==> config.mk <==
export PLATFORM = sky130hd
export DESIGN_NAME = fixed_point_amount_formatter
export DESIGN_NICKNAME = d
export VERILOG_FILES = /design/src/sv/fpaf_pkg.sv /design/src/sv/fixed_point_amount_formatter.sv
export SDC_FILE = /design/constraint.sdc
export NUM_CORES = 1
export LEC_CHECK = 0
export BUFFER_PORTS_ARGS = -buffer_cell sky130_fd_sc_hd__buf_2
export CAP_MARGIN = 5
export CORE_UTILIZATION = 30
export CTS_CLUSTER_SIZE = 12
export DETAILED_ROUTE_END_ITERATION = 16
export SYNTH_ARGS = -nofsm -noshare
export SYNTH_HDL_FRONTEND = slang
export SYNTH_SLANG_ARGS = --single-unit
==> constraint.sdc <==
create_clock -name clk -period 4.7 [get_ports clk]
set_input_delay 0.47 -clock clk [delete_from_list [all_inputs] [get_ports clk]]
set_output_delay 0.47 -clock clk [all_outputs]
set_load 0.01 [all_outputs]
==> src/sv/fpaf_pkg.sv <==
package fpaf_pkg;

  localparam int AmountWidth       = 64;
  localparam int FracDigitsDefault = 6;
  localparam int AmountBitsDefault = 64;

  localparam int CfgAddrWidth = 3;
  localparam int CfgDataWidth = 32;

  localparam logic [0:0] RegBufferLimit   = 1'b0;
  localparam logic [7:0] BufferLimitReset = 8'd32;

  localparam logic [7:0] CharNul   = 8'h00;
  localparam logic [7:0] CharZero  = 8'h30;
  localparam logic [7:0] CharComma = 8'h2c;
  localparam logic [7:0] CharPoint = 8'h2e;

endpackage

==> src/sv/fixed_point_amount_formatter.sv <==
// Fixed-point amount formatter.
// An amount in units of 10^-FRACTION_DIGITS enters on the in_ stream
// (in_tdata, low AMOUNT_BITS bits used) and leaves as display text on the
// out_ stream, one ASCII character per transfer: whole part with a comma
// every three digits, then '.' and the fraction without trailing zeros.
// The text ends with a NUL transfer that carries out_tlast. If the text and
// its NUL would exceed buffer_limit, a single transfer with out_tdata zero,
// out_tuser and out_tlast high is sent instead.
// Steps: bit-serial binary to BCD conversion, a pass over the BCD digits
// (20 at 64 bits) to measure the text, a check of the length, then one
// character per cycle while the receiver takes them, where a skipped
// leading zero sends nothing. One amount is in work at a time; in_tready
// is high only while the block is idle, so a new amount is not taken
// before the last one's terminator has been emitted.
// The output register lets the next amount be taken while the terminator
// still waits. When the receiver stalls, character output holds and the
// block waits. Reset empties the output, drops any amount in work and sets
// buffer_limit (cfg address 0) to 32.
module fixed_point_amount_formatter
  import fpaf_pkg::*;
#(
  parameter int FRACTION_DIGITS = FracDigitsDefault,
  parameter int AMOUNT_BITS     = AmountBitsDefault
) (
  input  logic                    clk,
  input  logic                    rst_n,
  input  logic                    in_tvalid,
  output logic                    in_tready,
  input  logic [AmountWidth-1:0]  in_tdata,    // amount
  output logic                    out_tvalid,
  input  logic                    out_tready,
  output logic [7:0]              out_tdata,   // out_char
  output logic                    out_tuser,   // overflow
  output logic                    out_tlast,
  input  logic                    cfg_psel,
  input  logic                    cfg_penable,
  input  logic                    cfg_pwrite,
  input  logic [CfgAddrWidth-1:0] cfg_paddr,
  input  logic [CfgDataWidth-1:0] cfg_pwdata,
  output logic [CfgDataWidth-1:0] cfg_prdata,
  output logic                    cfg_pready
);

  localparam int DigitsForBits = (AMOUNT_BITS * 30103) / 100000 + 1;
  localparam int NumDigits     = (DigitsForBits > FRACTION_DIGITS) ? DigitsForBits
                                                                   : FRACTION_DIGITS + 1;
  localparam int BcdW    = NumDigits * 4;
  localparam int IdxW    = $clog2(NumDigits);
  localparam int KeepW   = $clog2(FRACTION_DIGITS + 1);
  localparam int BitW    = $clog2(AMOUNT_BITS);
  localparam int WholeD  = NumDigits - FRACTION_DIGITS;
  localparam int LenMax  = WholeD + (WholeD - 1) / 3 + FRACTION_DIGITS + 2;
  localparam int LenW    = $clog2(LenMax + 1);
  localparam int CmpW    = ((LenW > 8) ? LenW : 8) + 1;
  localparam logic [1:0] PmodInit = 2'((NumDigits - 1 - FRACTION_DIGITS) % 3);

  typedef enum logic [9:0] {
    S_IDLE   = 10'b0000000001,
    S_CONV   = 10'b0000000010,
    S_SCAN   = 10'b0000000100,
    S_DECIDE = 10'b0000001000,
    S_WHOLE  = 10'b0000010000,
    S_COMMA  = 10'b0000100000,
    S_POINT  = 10'b0001000000,
    S_FRAC   = 10'b0010000000,
    S_TERM   = 10'b0100000000,
    S_OVF    = 10'b1000000000
  } state_t;

  state_t                 state_r, state_nxt;
  logic [AMOUNT_BITS-1:0] amt_r, amt_nxt;
  logic [BcdW-1:0]        bcd_r, bcd_nxt;
  logic [BcdW-1:0]        bcd_adj, bcd_rot;
  logic [BitW-1:0]        bitcnt_r, bitcnt_nxt;
  logic [IdxW-1:0]        idx_r, idx_nxt;
  logic [1:0]             pmod_r, pmod_nxt, pmod_dec;
  logic                   started_r, started_nxt;
  logic [LenW-1:0]        len_r, len_nxt, total;
  logic [KeepW-1:0]       keep_r, keep_nxt;
  logic [7:0]             limit_r;
  logic                   out_tvalid_r;
  logic [7:0]             out_tdata_r;
  logic                   out_tuser_r, out_tlast_r;

  logic       slot_free, emit, emit_user, emit_last;
  logic [7:0] emit_char;
  logic [3:0] top_dig;
  logic       dig_nz, in_whole, at_units, take_dig, comma_after;
  logic       cfg_write;
  logic       overflow;

  assign slot_free   = !out_tvalid_r || out_tready;
  assign top_dig     = bcd_r[BcdW-1 -: 4];
  assign dig_nz      = top_dig != 4'd0;
  assign in_whole    = idx_r >= IdxW'(FRACTION_DIGITS);
  assign at_units    = idx_r == IdxW'(FRACTION_DIGITS);
  assign take_dig    = started_r || dig_nz || at_units;
  assign comma_after = !at_units && (pmod_r == 2'd0);
  assign pmod_dec    = (pmod_r == 2'd0) ? 2'd2 : pmod_r - 2'd1;
  assign bcd_rot     = {bcd_r[BcdW-5:0], top_dig};

  // add three to every digit of five or more before the shift
  always_comb begin
    for (int d = 0; d < NumDigits; d++) begin
      bcd_adj[d*4 +: 4] = (bcd_r[d*4 +: 4] >= 4'd5) ? bcd_r[d*4 +: 4] + 4'd3
                                                   : bcd_r[d*4 +: 4];
    end
  end

  assign total    = len_r + ((keep_r != '0) ? LenW'(keep_r) + LenW'(1) : LenW'(0));
  assign overflow = (CmpW'(total) + CmpW'(1)) > CmpW'(limit_r);

  always_comb begin
    state_nxt   = state_r;
    amt_nxt     = amt_r;
    bcd_nxt     = bcd_r;
    bitcnt_nxt  = bitcnt_r;
    idx_nxt     = idx_r;
    pmod_nxt    = pmod_r;
    started_nxt = started_r;
    len_nxt     = len_r;
    keep_nxt    = keep_r;
    emit        = 1'b0;
    emit_char   = CharNul;
    emit_user   = 1'b0;
    emit_last   = 1'b0;
    case (state_r)
      S_IDLE: begin
        if (in_tvalid) begin
          amt_nxt    = in_tdata[AMOUNT_BITS-1:0];
          bcd_nxt    = '0;
          bitcnt_nxt = BitW'(AMOUNT_BITS - 1);
          state_nxt  = S_CONV;
        end
      end
      S_CONV: begin
        bcd_nxt = {bcd_adj[BcdW-2:0], amt_r[AMOUNT_BITS-1]};
        amt_nxt = {amt_r[AMOUNT_BITS-2:0], 1'b0};
        if (bitcnt_r == '0) begin
          idx_nxt     = IdxW'(NumDigits - 1);
          pmod_nxt    = PmodInit;
          started_nxt = 1'b0;
          len_nxt     = '0;
          keep_nxt    = '0;
          state_nxt   = S_SCAN;
        end else begin
          bitcnt_nxt = bitcnt_r - BitW'(1);
        end
      end
      S_SCAN: begin
        if (in_whole) begin
          pmod_nxt = pmod_dec;
          if (take_dig) begin
            started_nxt = 1'b1;
            len_nxt     = len_r + LenW'(1) + LenW'(comma_after);
          end
        end else if (dig_nz) begin
          keep_nxt = KeepW'(IdxW'(FRACTION_DIGITS) - idx_r);
        end
        bcd_nxt = bcd_rot;
        if (idx_r == '0) begin
          state_nxt = S_DECIDE;
        end else begin
          idx_nxt = idx_r - IdxW'(1);
        end
      end
      S_DECIDE: begin
        idx_nxt     = IdxW'(NumDigits - 1);
        pmod_nxt    = PmodInit;
        started_nxt = 1'b0;
        state_nxt   = overflow ? S_OVF : S_WHOLE;
      end
      S_WHOLE: begin
        if (!take_dig) begin
          bcd_nxt  = bcd_rot;
          idx_nxt  = idx_r - IdxW'(1);
          pmod_nxt = pmod_dec;
        end else if (slot_free) begin
          emit        = 1'b1;
          emit_char   = CharZero + {4'd0, top_dig};
          bcd_nxt     = bcd_rot;
          idx_nxt     = idx_r - IdxW'(1);
          pmod_nxt    = pmod_dec;
          started_nxt = 1'b1;
          if (at_units) begin
            state_nxt = (keep_r != '0) ? S_POINT : S_TERM;
          end else if (comma_after) begin
            state_nxt = S_COMMA;
          end
        end
      end
      S_COMMA: begin
        if (slot_free) begin
          emit      = 1'b1;
          emit_char = CharComma;
          state_nxt = S_WHOLE;
        end
      end
      S_POINT: begin
        if (slot_free) begin
          emit      = 1'b1;
          emit_char = CharPoint;
          state_nxt = S_FRAC;
        end
      end
      S_FRAC: begin
        if (slot_free) begin
          emit      = 1'b1;
          emit_char = CharZero + {4'd0, top_dig};
          bcd_nxt   = bcd_rot;
          idx_nxt   = idx_r - IdxW'(1);
          if (keep_r == KeepW'(1)) begin
            state_nxt = S_TERM;
          end else begin
            keep_nxt = keep_r - KeepW'(1);
          end
        end
      end
      S_TERM: begin
        if (slot_free) begin
          emit      = 1'b1;
          emit_last = 1'b1;
          state_nxt = S_IDLE;
        end
      end
      S_OVF: begin
        if (slot_free) begin
          emit      = 1'b1;
          emit_user = 1'b1;
          emit_last = 1'b1;
          state_nxt = S_IDLE;
        end
      end
      default: begin
        state_nxt = S_IDLE;
      end
    endcase
  end

  assign cfg_write = cfg_psel && cfg_penable && cfg_pwrite && cfg_pready;

  always_ff @(posedge clk) begin
    if (!rst_n) begin
      state_r      <= S_IDLE;
      out_tvalid_r <= 1'b0;
      limit_r      <= BufferLimitReset;
    end else begin
      state_r <= state_nxt;
      if (emit) begin
        out_tvalid_r <= 1'b1;
      end else if (out_tready) begin
        out_tvalid_r <= 1'b0;
      end
      if (cfg_write && (cfg_paddr[2] == RegBufferLimit)) begin
        limit_r <= cfg_pwdata[7:0];
      end
    end
  end

  always_ff @(posedge clk) begin
    amt_r     <= amt_nxt;
    bcd_r     <= bcd_nxt;
    bitcnt_r  <= bitcnt_nxt;
    idx_r     <= idx_nxt;
    pmod_r    <= pmod_nxt;
    started_r <= started_nxt;
    len_r     <= len_nxt;
    keep_r    <= keep_nxt;
    if (emit) begin
      out_tdata_r <= emit_char;
      out_tuser_r <= emit_user;
      out_tlast_r <= emit_last;
    end
  end

  assign in_tready  = state_r == S_IDLE;
  assign out_tvalid = out_tvalid_r;
  assign out_tdata  = out_tdata_r;
  assign out_tuser  = out_tuser_r;
  assign out_tlast  = out_tlast_r;
  assign cfg_pready = 1'b1;
  assign cfg_prdata = (cfg_paddr[2] == RegBufferLimit) ? {24'd0, limit_r} : '0;

  // an accepted amount always starts the conversion
  assert property (@(posedge clk) disable iff (!rst_n)
    in_tvalid && in_tready |=> state_r == S_CONV)
    else $error("amount transfer did not start conversion");

  // an overflow result is a lone zero character that ends the run
  assert property (@(posedge clk) disable iff (!rst_n)
    out_tvalid && out_tuser |-> out_tlast && (out_tdata == CharNul))
    else $error("overflow result malformed");

  // a pending character that is not the end keeps the sequencer emitting
  assert property (@(posedge clk) disable iff (!rst_n)
    out_tvalid && !out_tlast |-> (state_r == S_WHOLE || state_r == S_COMMA ||
                                  state_r == S_POINT || state_r == S_FRAC ||
                                  state_r == S_TERM))
    else $error("text run left without terminator");

endmodule
After elaboration in Yosys (flattened, before gate mapping)
Cells that the tools add are included.
{ "word_totals": {"output_inout_bits": 45, "ff_bits": 195, "wordCells": 214} }
{ "op_classes": {"reduce_logical": 32, "n_bitwise": 1, "order_cmp": 22, "mux": 83, "add_sub_neg": 31, "n_eq_ne": 31} }
{ "op_table": {"columns": ["op", "n"], "rows": [
  ["case mux 80 bit (5 select lines)", 1],
  ["two-way mux 80 bit", 3],
  ["two-way mux 10 bit", 13],
  ["case mux 64 bit (2 select lines)", 1],
  ["case mux 10 bit (9 select lines)", 1],
  [">= comparator 4 x 3 -> 1 bit, second input constant", 20],
  ["two-way mux 4 bit", 20],
  ["adder 4 x 2 -> 4 bit, second input constant", 19],
  ["two-way mux 64 bit", 1],
  ["two-way mux 5 bit", 7],
  ["inequality test 2 bit, second input constant", 16],
  ["case mux 7 bit (4 select lines)", 1],
  ["case mux 5 bit (5 select lines)", 1],
  ["two-way mux 6 bit", 4],
  ["two-way mux 3 bit", 6],
  ["two-way mux 7 bit", 2],
  ["case mux 6 bit (2 select lines)", 1],
  ["AND reduction 6 bit", 2],
  ["AND reduction 11 bit", 1],
  ["== test 10 x 1 -> 1 bit, second input constant", 1],
  ["== test 10 bit, second input constant", 1],
  ["== test 10 x 2 -> 1 bit, second input constant", 1],
  ["== test 10 x 3 -> 1 bit, second input constant", 1],
  ["== test 10 x 4 -> 1 bit, second input constant", 1],
  ["48 further kinds", 75]
]} }

Logic depth before layout (Yosys ltp)
{ "depth": {"ltp_word": 8, "ltp_mapped": 19, "depth_no_buf": 19} }

Worst setup path before layout
No wires, ideal clock.
{ "synth_timing": {"path_type": "reg-to-reg", "from": "register state_r[4]", "to": "register amt_r[0], enable pin", "period_less_slack_ns": 4.669, "arrival_ns": 4.162, "stages_incl_launch_ff": 5, "setup_time_ns": 0.507, "t_required_ns": 4.193, "setup_slack_ns": 0.031, "cell_sequence": "dfxtp_1 > buf_2 > nor4_4 > nand3_2 > a21oi_1"} }
{ "synth_via": {"elab_chain_cells": 3} }
{ "synth_rtl": {"columns": ["element", "line_no", "rtl"], "rows": [
  ["start, declared", "fixed_point_amount_formatter.sv:70", "state_t state_r, state_nxt;"],
  ["start signal, assigned", "fixed_point_amount_formatter.sv:248", "state_r <= state_nxt;"],
  ["== test 10 x 1 -> 1 bit / == test 10 x 2 -> 1 bit (equally long branches)", "fixed_point_amount_formatter.sv:127", "case (state_r)"],
  ["inequality test 2 bit (no line) / nonzero test 2 bit (equally long branches)", null, null],
  ["AND reduction 2 bit (no line) (*)", null, null],
  ["end signal, assigned", "fixed_point_amount_formatter.sv:261", "amt_r <= amt_nxt;"],
  ["end, declared", "fixed_point_amount_formatter.sv:71", "logic [AMOUNT_BITS-1:0] amt_r, amt_nxt;"]
]} }
Every way passes the cells marked *; elsewhere a longest branch is shown, timed or not.
A chain may end at the register's enable or synchronous reset.

Final worst setup path
{ "layout_timing": {"from": "register keep_r[0]", "to": "register state_r[4]"} }
{ "layout_via": {"elab_chain_cells": 7} }
{ "layout_rtl": {"columns": ["element", "line_no", "rtl"], "rows": [
  ["start, declared", "fixed_point_amount_formatter.sv:79", "logic [KeepW-1:0] keep_r, keep_nxt;"],
  ["start signal, assigned", "fixed_point_amount_formatter.sv:268", "keep_r <= keep_nxt;"],
  ["adder 3 x 1 -> 4 bit / nonzero test 3 bit (equally long branches)", "fixed_point_amount_formatter.sv:110", "assign total = len_r + ((keep_r != '0) ? LenW'(keep_r) + LenW'(1) : LenW'(0));"],
  ["two-way mux 4 bit", "fixed_point_amount_formatter.sv:110", null],
  ["adder 5 x 4 -> 5 bit", "fixed_point_amount_formatter.sv:110", null],
  ["adder 5 x 1 -> 6 bit", "fixed_point_amount_formatter.sv:111", "assign overflow = (CmpW'(total) + CmpW'(1)) > CmpW'(limit_r);"],
  ["greater-than comparator 6 x 8 -> 1 bit", "fixed_point_amount_formatter.sv:111", null],
  ["two-way mux 10 bit", "fixed_point_amount_formatter.sv:171", "state_nxt = overflow ? S_OVF : S_WHOLE;"],
  ["case mux 10 bit (9 select lines)", "fixed_point_amount_formatter.sv:127", null]
]} }
Parallel ways exist; a longest one is shown, timed or not.

==> impl_metrics.json <==
{
  "synth_edf_count": 174,
  "dp_cells": 1805,
  "yosysUniqueCellTypes": 65,
  "dieWidth_um": 200,
  "start_kind": "flip-flop",
  "path_cells": "inv_1, ha_1, inv_1, nor2_1, nor2_1, ha_1, inv_1, fa_1, xnor2_1, and3_1, xor2_1, ha_1, a211oi_1, o22ai_1, o221a_2, o21ai_0, a32o_1",
  "grt_pass1_wl_mm": 43.1,
  "drt_iter0_markers": 522,
  "fin_nets": 1479,
  "placed_cell_area_um2": 12600,
  "holdBufCountCts": 0,
  "crit_type": "reg -> reg",
  "maxSlewViolCount": 0,
  "grt_overflow_total": 0,
  "clkTransAtPathRegs_ns": 0.07,
  "start_util_pct": 30.5,
  "drt-wirelength-per-cell_um": 13.9,
  "synth_mux_area_share_pct": 0.169,
  "clock_tree.buffer_depth": 2,
  "crit_slowest_cell": "edfxtp_1",
  "grt_max_degree": 95,
  "clock_latency_ns": 0.45,
  "areaGrowthSynthToFinish_pct": 11.7,
  "maxSlewHeadroom_pct": 34.5,
  "status": "finished clean",
  "finalSetupViolCount": 0,
  "track_usage_pct": 12.9,
  "tightestPinTransition_ns": 0.983,
  "antenna_found_initial": 0,
  "ff2ff_setup_slack_ns": 1.09,
  "synth_cells": 1251,
  "cp-end-kind": "flip-flop",
  "grt_pass1_vias": 8551,
  "peakVddDrop_mv": 0.290,
  "via_per_inst": 4.88,
  "maxCapViolCount": 0,
  "max_freq_mhz": 277,
  "cts_tree": "built",
  "reg2reg_depth": 17,
  "die_h_um": 200,
  "clock-sinks": 193,
  "p_seq_share_pct": 46.4,
  "numCtsBuffers": 17,
  "r2r-end": "state_r[4]",
  "die-area_um2": 40200,
  "synth_top_family_by_area": "compound AO/OA/AOI/OAI gates",
  "ctsRootBufferMaster": "clkbuf_16",
  "p_per_area_nw_per_um2": 519,
  "pin_count": 151,
  "r2r-start": "keep_r[0]",
  "p_sw_share_pct": 37.9,
  "cp.arrival_ns": 3.99,
  "final_layout_size_suffix_gt1_share_pct": 12.1,
  "final.setup.tns_ns": 0,
  "ys_warn_count": 0,
  "fin_cells": 1837,
  "power_leakage_nw": 5.10,
  "clockPowerShare_pct": 21.9,
  "yosysSeqAreaShare_pct": 47.5,
  "syn_avg_cell_area_um2": 9.44,
  "switchingPower_mw": 2.60,
  "worstPathMaxFanout": 6,
  "synthXorXnorAreaFrac_pct": 3.04,
  "drc": 0,
  "rsz0062_at_grt": "false",
  "p_total_mw": 6.85,
  "portBuffers": 97,
  "hold_viol": 0,
  "gp_congestion": 0.849,
  "crit_start": "keep_r[0]",
  "hp-class": "in -> reg",
  "antenna_left": 0,
  "fin_crit_ns": 3.61,
  "required_ns": 5.08,
  "diodes": 0,
  "cts-resized-gates": 0,
  "async_flop_share_pct": 0,
  "cts_setup_buffers": 0,
  "synth_simple_gate_area_share_pct": 17.3,
  "fin_crit_sh_pct": 76.9,
  "synth-compound-area-share_pct": 17.9,
  "synth_seq_cells": 193,
  "routed_wl_mm": 25.6,
  "synthAdderAreaFrac_pct": 7.16,
  "num_vias": 8971,
  "core-area_um2": 38700,
  "dpl.hpwl_mm": 16.3,
  "htreeDepth": 4,
  "fillCellCount": 3999,
  "synth_flop_cell": "edfxtp_1",
  "dr.pass1.iters": 4,
  "post-route-cell-area_um2": 13200,
  "crit_path_end": "state_r[4]",
  "syn_area_um2": 11800,
  "fin_skew_ns": 0.0159,
  "fp-row-count": 72,
  "p_int_mw": 4.25,
  "max_stage_delay_ns": 0.45,
  "p_comb_share_pct": 31.7
}
-- stage by stage --
stage	worst slack, ns	util (%)	hold slack, ns
after floorplan	0.0310	-	0.436
after CTS	1.06	34.1	0.239
after detailed placement	1.09	32.5	0.455
after global placement	1.24	32.5	0.444
final	1.09	34.1	0.252
after global routing	0.747	34.1	0.268
-- per-layer routing --
layer / up-vias / share of wire (%) / global-route usage [%]
met5: - / 0 / 0
met2: 166 / 47 / 20.6
met1: 4265 / 48 / 17.8
met4: 0 / 1.4 / 4.12
li1: 4515 / - / -
met3: 25 / 3.5 / 2.26
-- kinds of logic after synthesis --
group,Yosys count
simple gates,429
compound gates,352
flops,193
buf+inv,165
fa+ha+maj,67
xor+xnor,41
other cells,2
mux,2
-- power by group through the flow --
stage	sequential, mW	combinational, mW	clock [mW]
finish	3.18	2.17	1.50
global route	3.29	2.49	1.61
CTS	3.18	2.19	1.54
detailed placement	3.21	2.18	0
global placement	3.19	2.10	0
floorplan	3.02	1.80	0
-- cell usage after synthesis, types with 19 or more instances --
cell type,number,area [µm²]
nand2_1,250,938
edfxtp_1,174,5230
a21oi_1,129,646
inv_1,68,255
ha_1,66,826
o21ai_0,60,300
nor2_1,49,184
a22oi_1,37,278
o22ai_1,34,213
buf_2,30,150
clkbuf_1,30,113
xnor2_1,30,263
buf_4,29,218
o21ai_1,29,145
nor3b_1,27,203
nand2b_1,25,156
nor3_1,25,125
dfxtp_1,19,380
-- final cells by class --
class | instances | area, µm² | share of cell area [%]
tap | 518 | 648 | 4.91
timing repair buffer | 108 | 568 | 4.30
clock buffer | 17 | 425 | 3.22
multi-input combinational | 918 | 5520 | 41.8
sequential | 193 | 5610 | 42.5
inverter | 68 | 255 | 1.93
clock inverter | 15 | 173 | 1.31
-- layout by cell type (no fill, tap or decap), types with 29 or more instances in the layout --
cell type	instances
nand2_1	250
edfxtp_1	174
a21oi_1	127
buf_2	97
inv_1	68
ha_1	66
o21ai_0	60
nor2_1	49
a22oi_1	37
o22ai_1	34
xnor2_1	30
o21ai_1	29
-- worst min path at each step --
stage               slack, ns           from  cells after the start         end
finish                   0.25  cfg_pwdata[5]                      3  limit_r[5]
global route             0.27  cfg_pwdata[5]                      3  limit_r[5]
CTS                      0.24  cfg_pwdata[5]                      3  limit_r[5]
detailed placement       0.46     limit_r[3]                      2  limit_r[3]
global placement         0.44     limit_r[3]                      2  limit_r[3]
floorplan                0.44     limit_r[1]                      2  limit_r[1]
-- flip-flops by register name, indices dropped and copies added, names as in the netlist --
register    cells
amt_r          64
limit_r         8
out_tuser       1
bcd_r          80
idx_r           5
out_tdata       6
started_r       1
bitcnt_r        6
len_r           5
state_r        10
keep_r          3
out_tvalid      1
pmod_r          2
out_tlast       1
-- worst max-delay path, delay by kind of cell, from the launching register on --
kind,cells,cell delay (ns)
DFF,1,0.45
AOI/OAI and AO/OA,5,0.93
xor gates and xnor gates,2,0.49
adders and majority gates,4,1.05
and+or+nand+nor,3,0.40
buffers and inverters,3,0.23
Note: power is estimated with default switching activity, not from simulation.
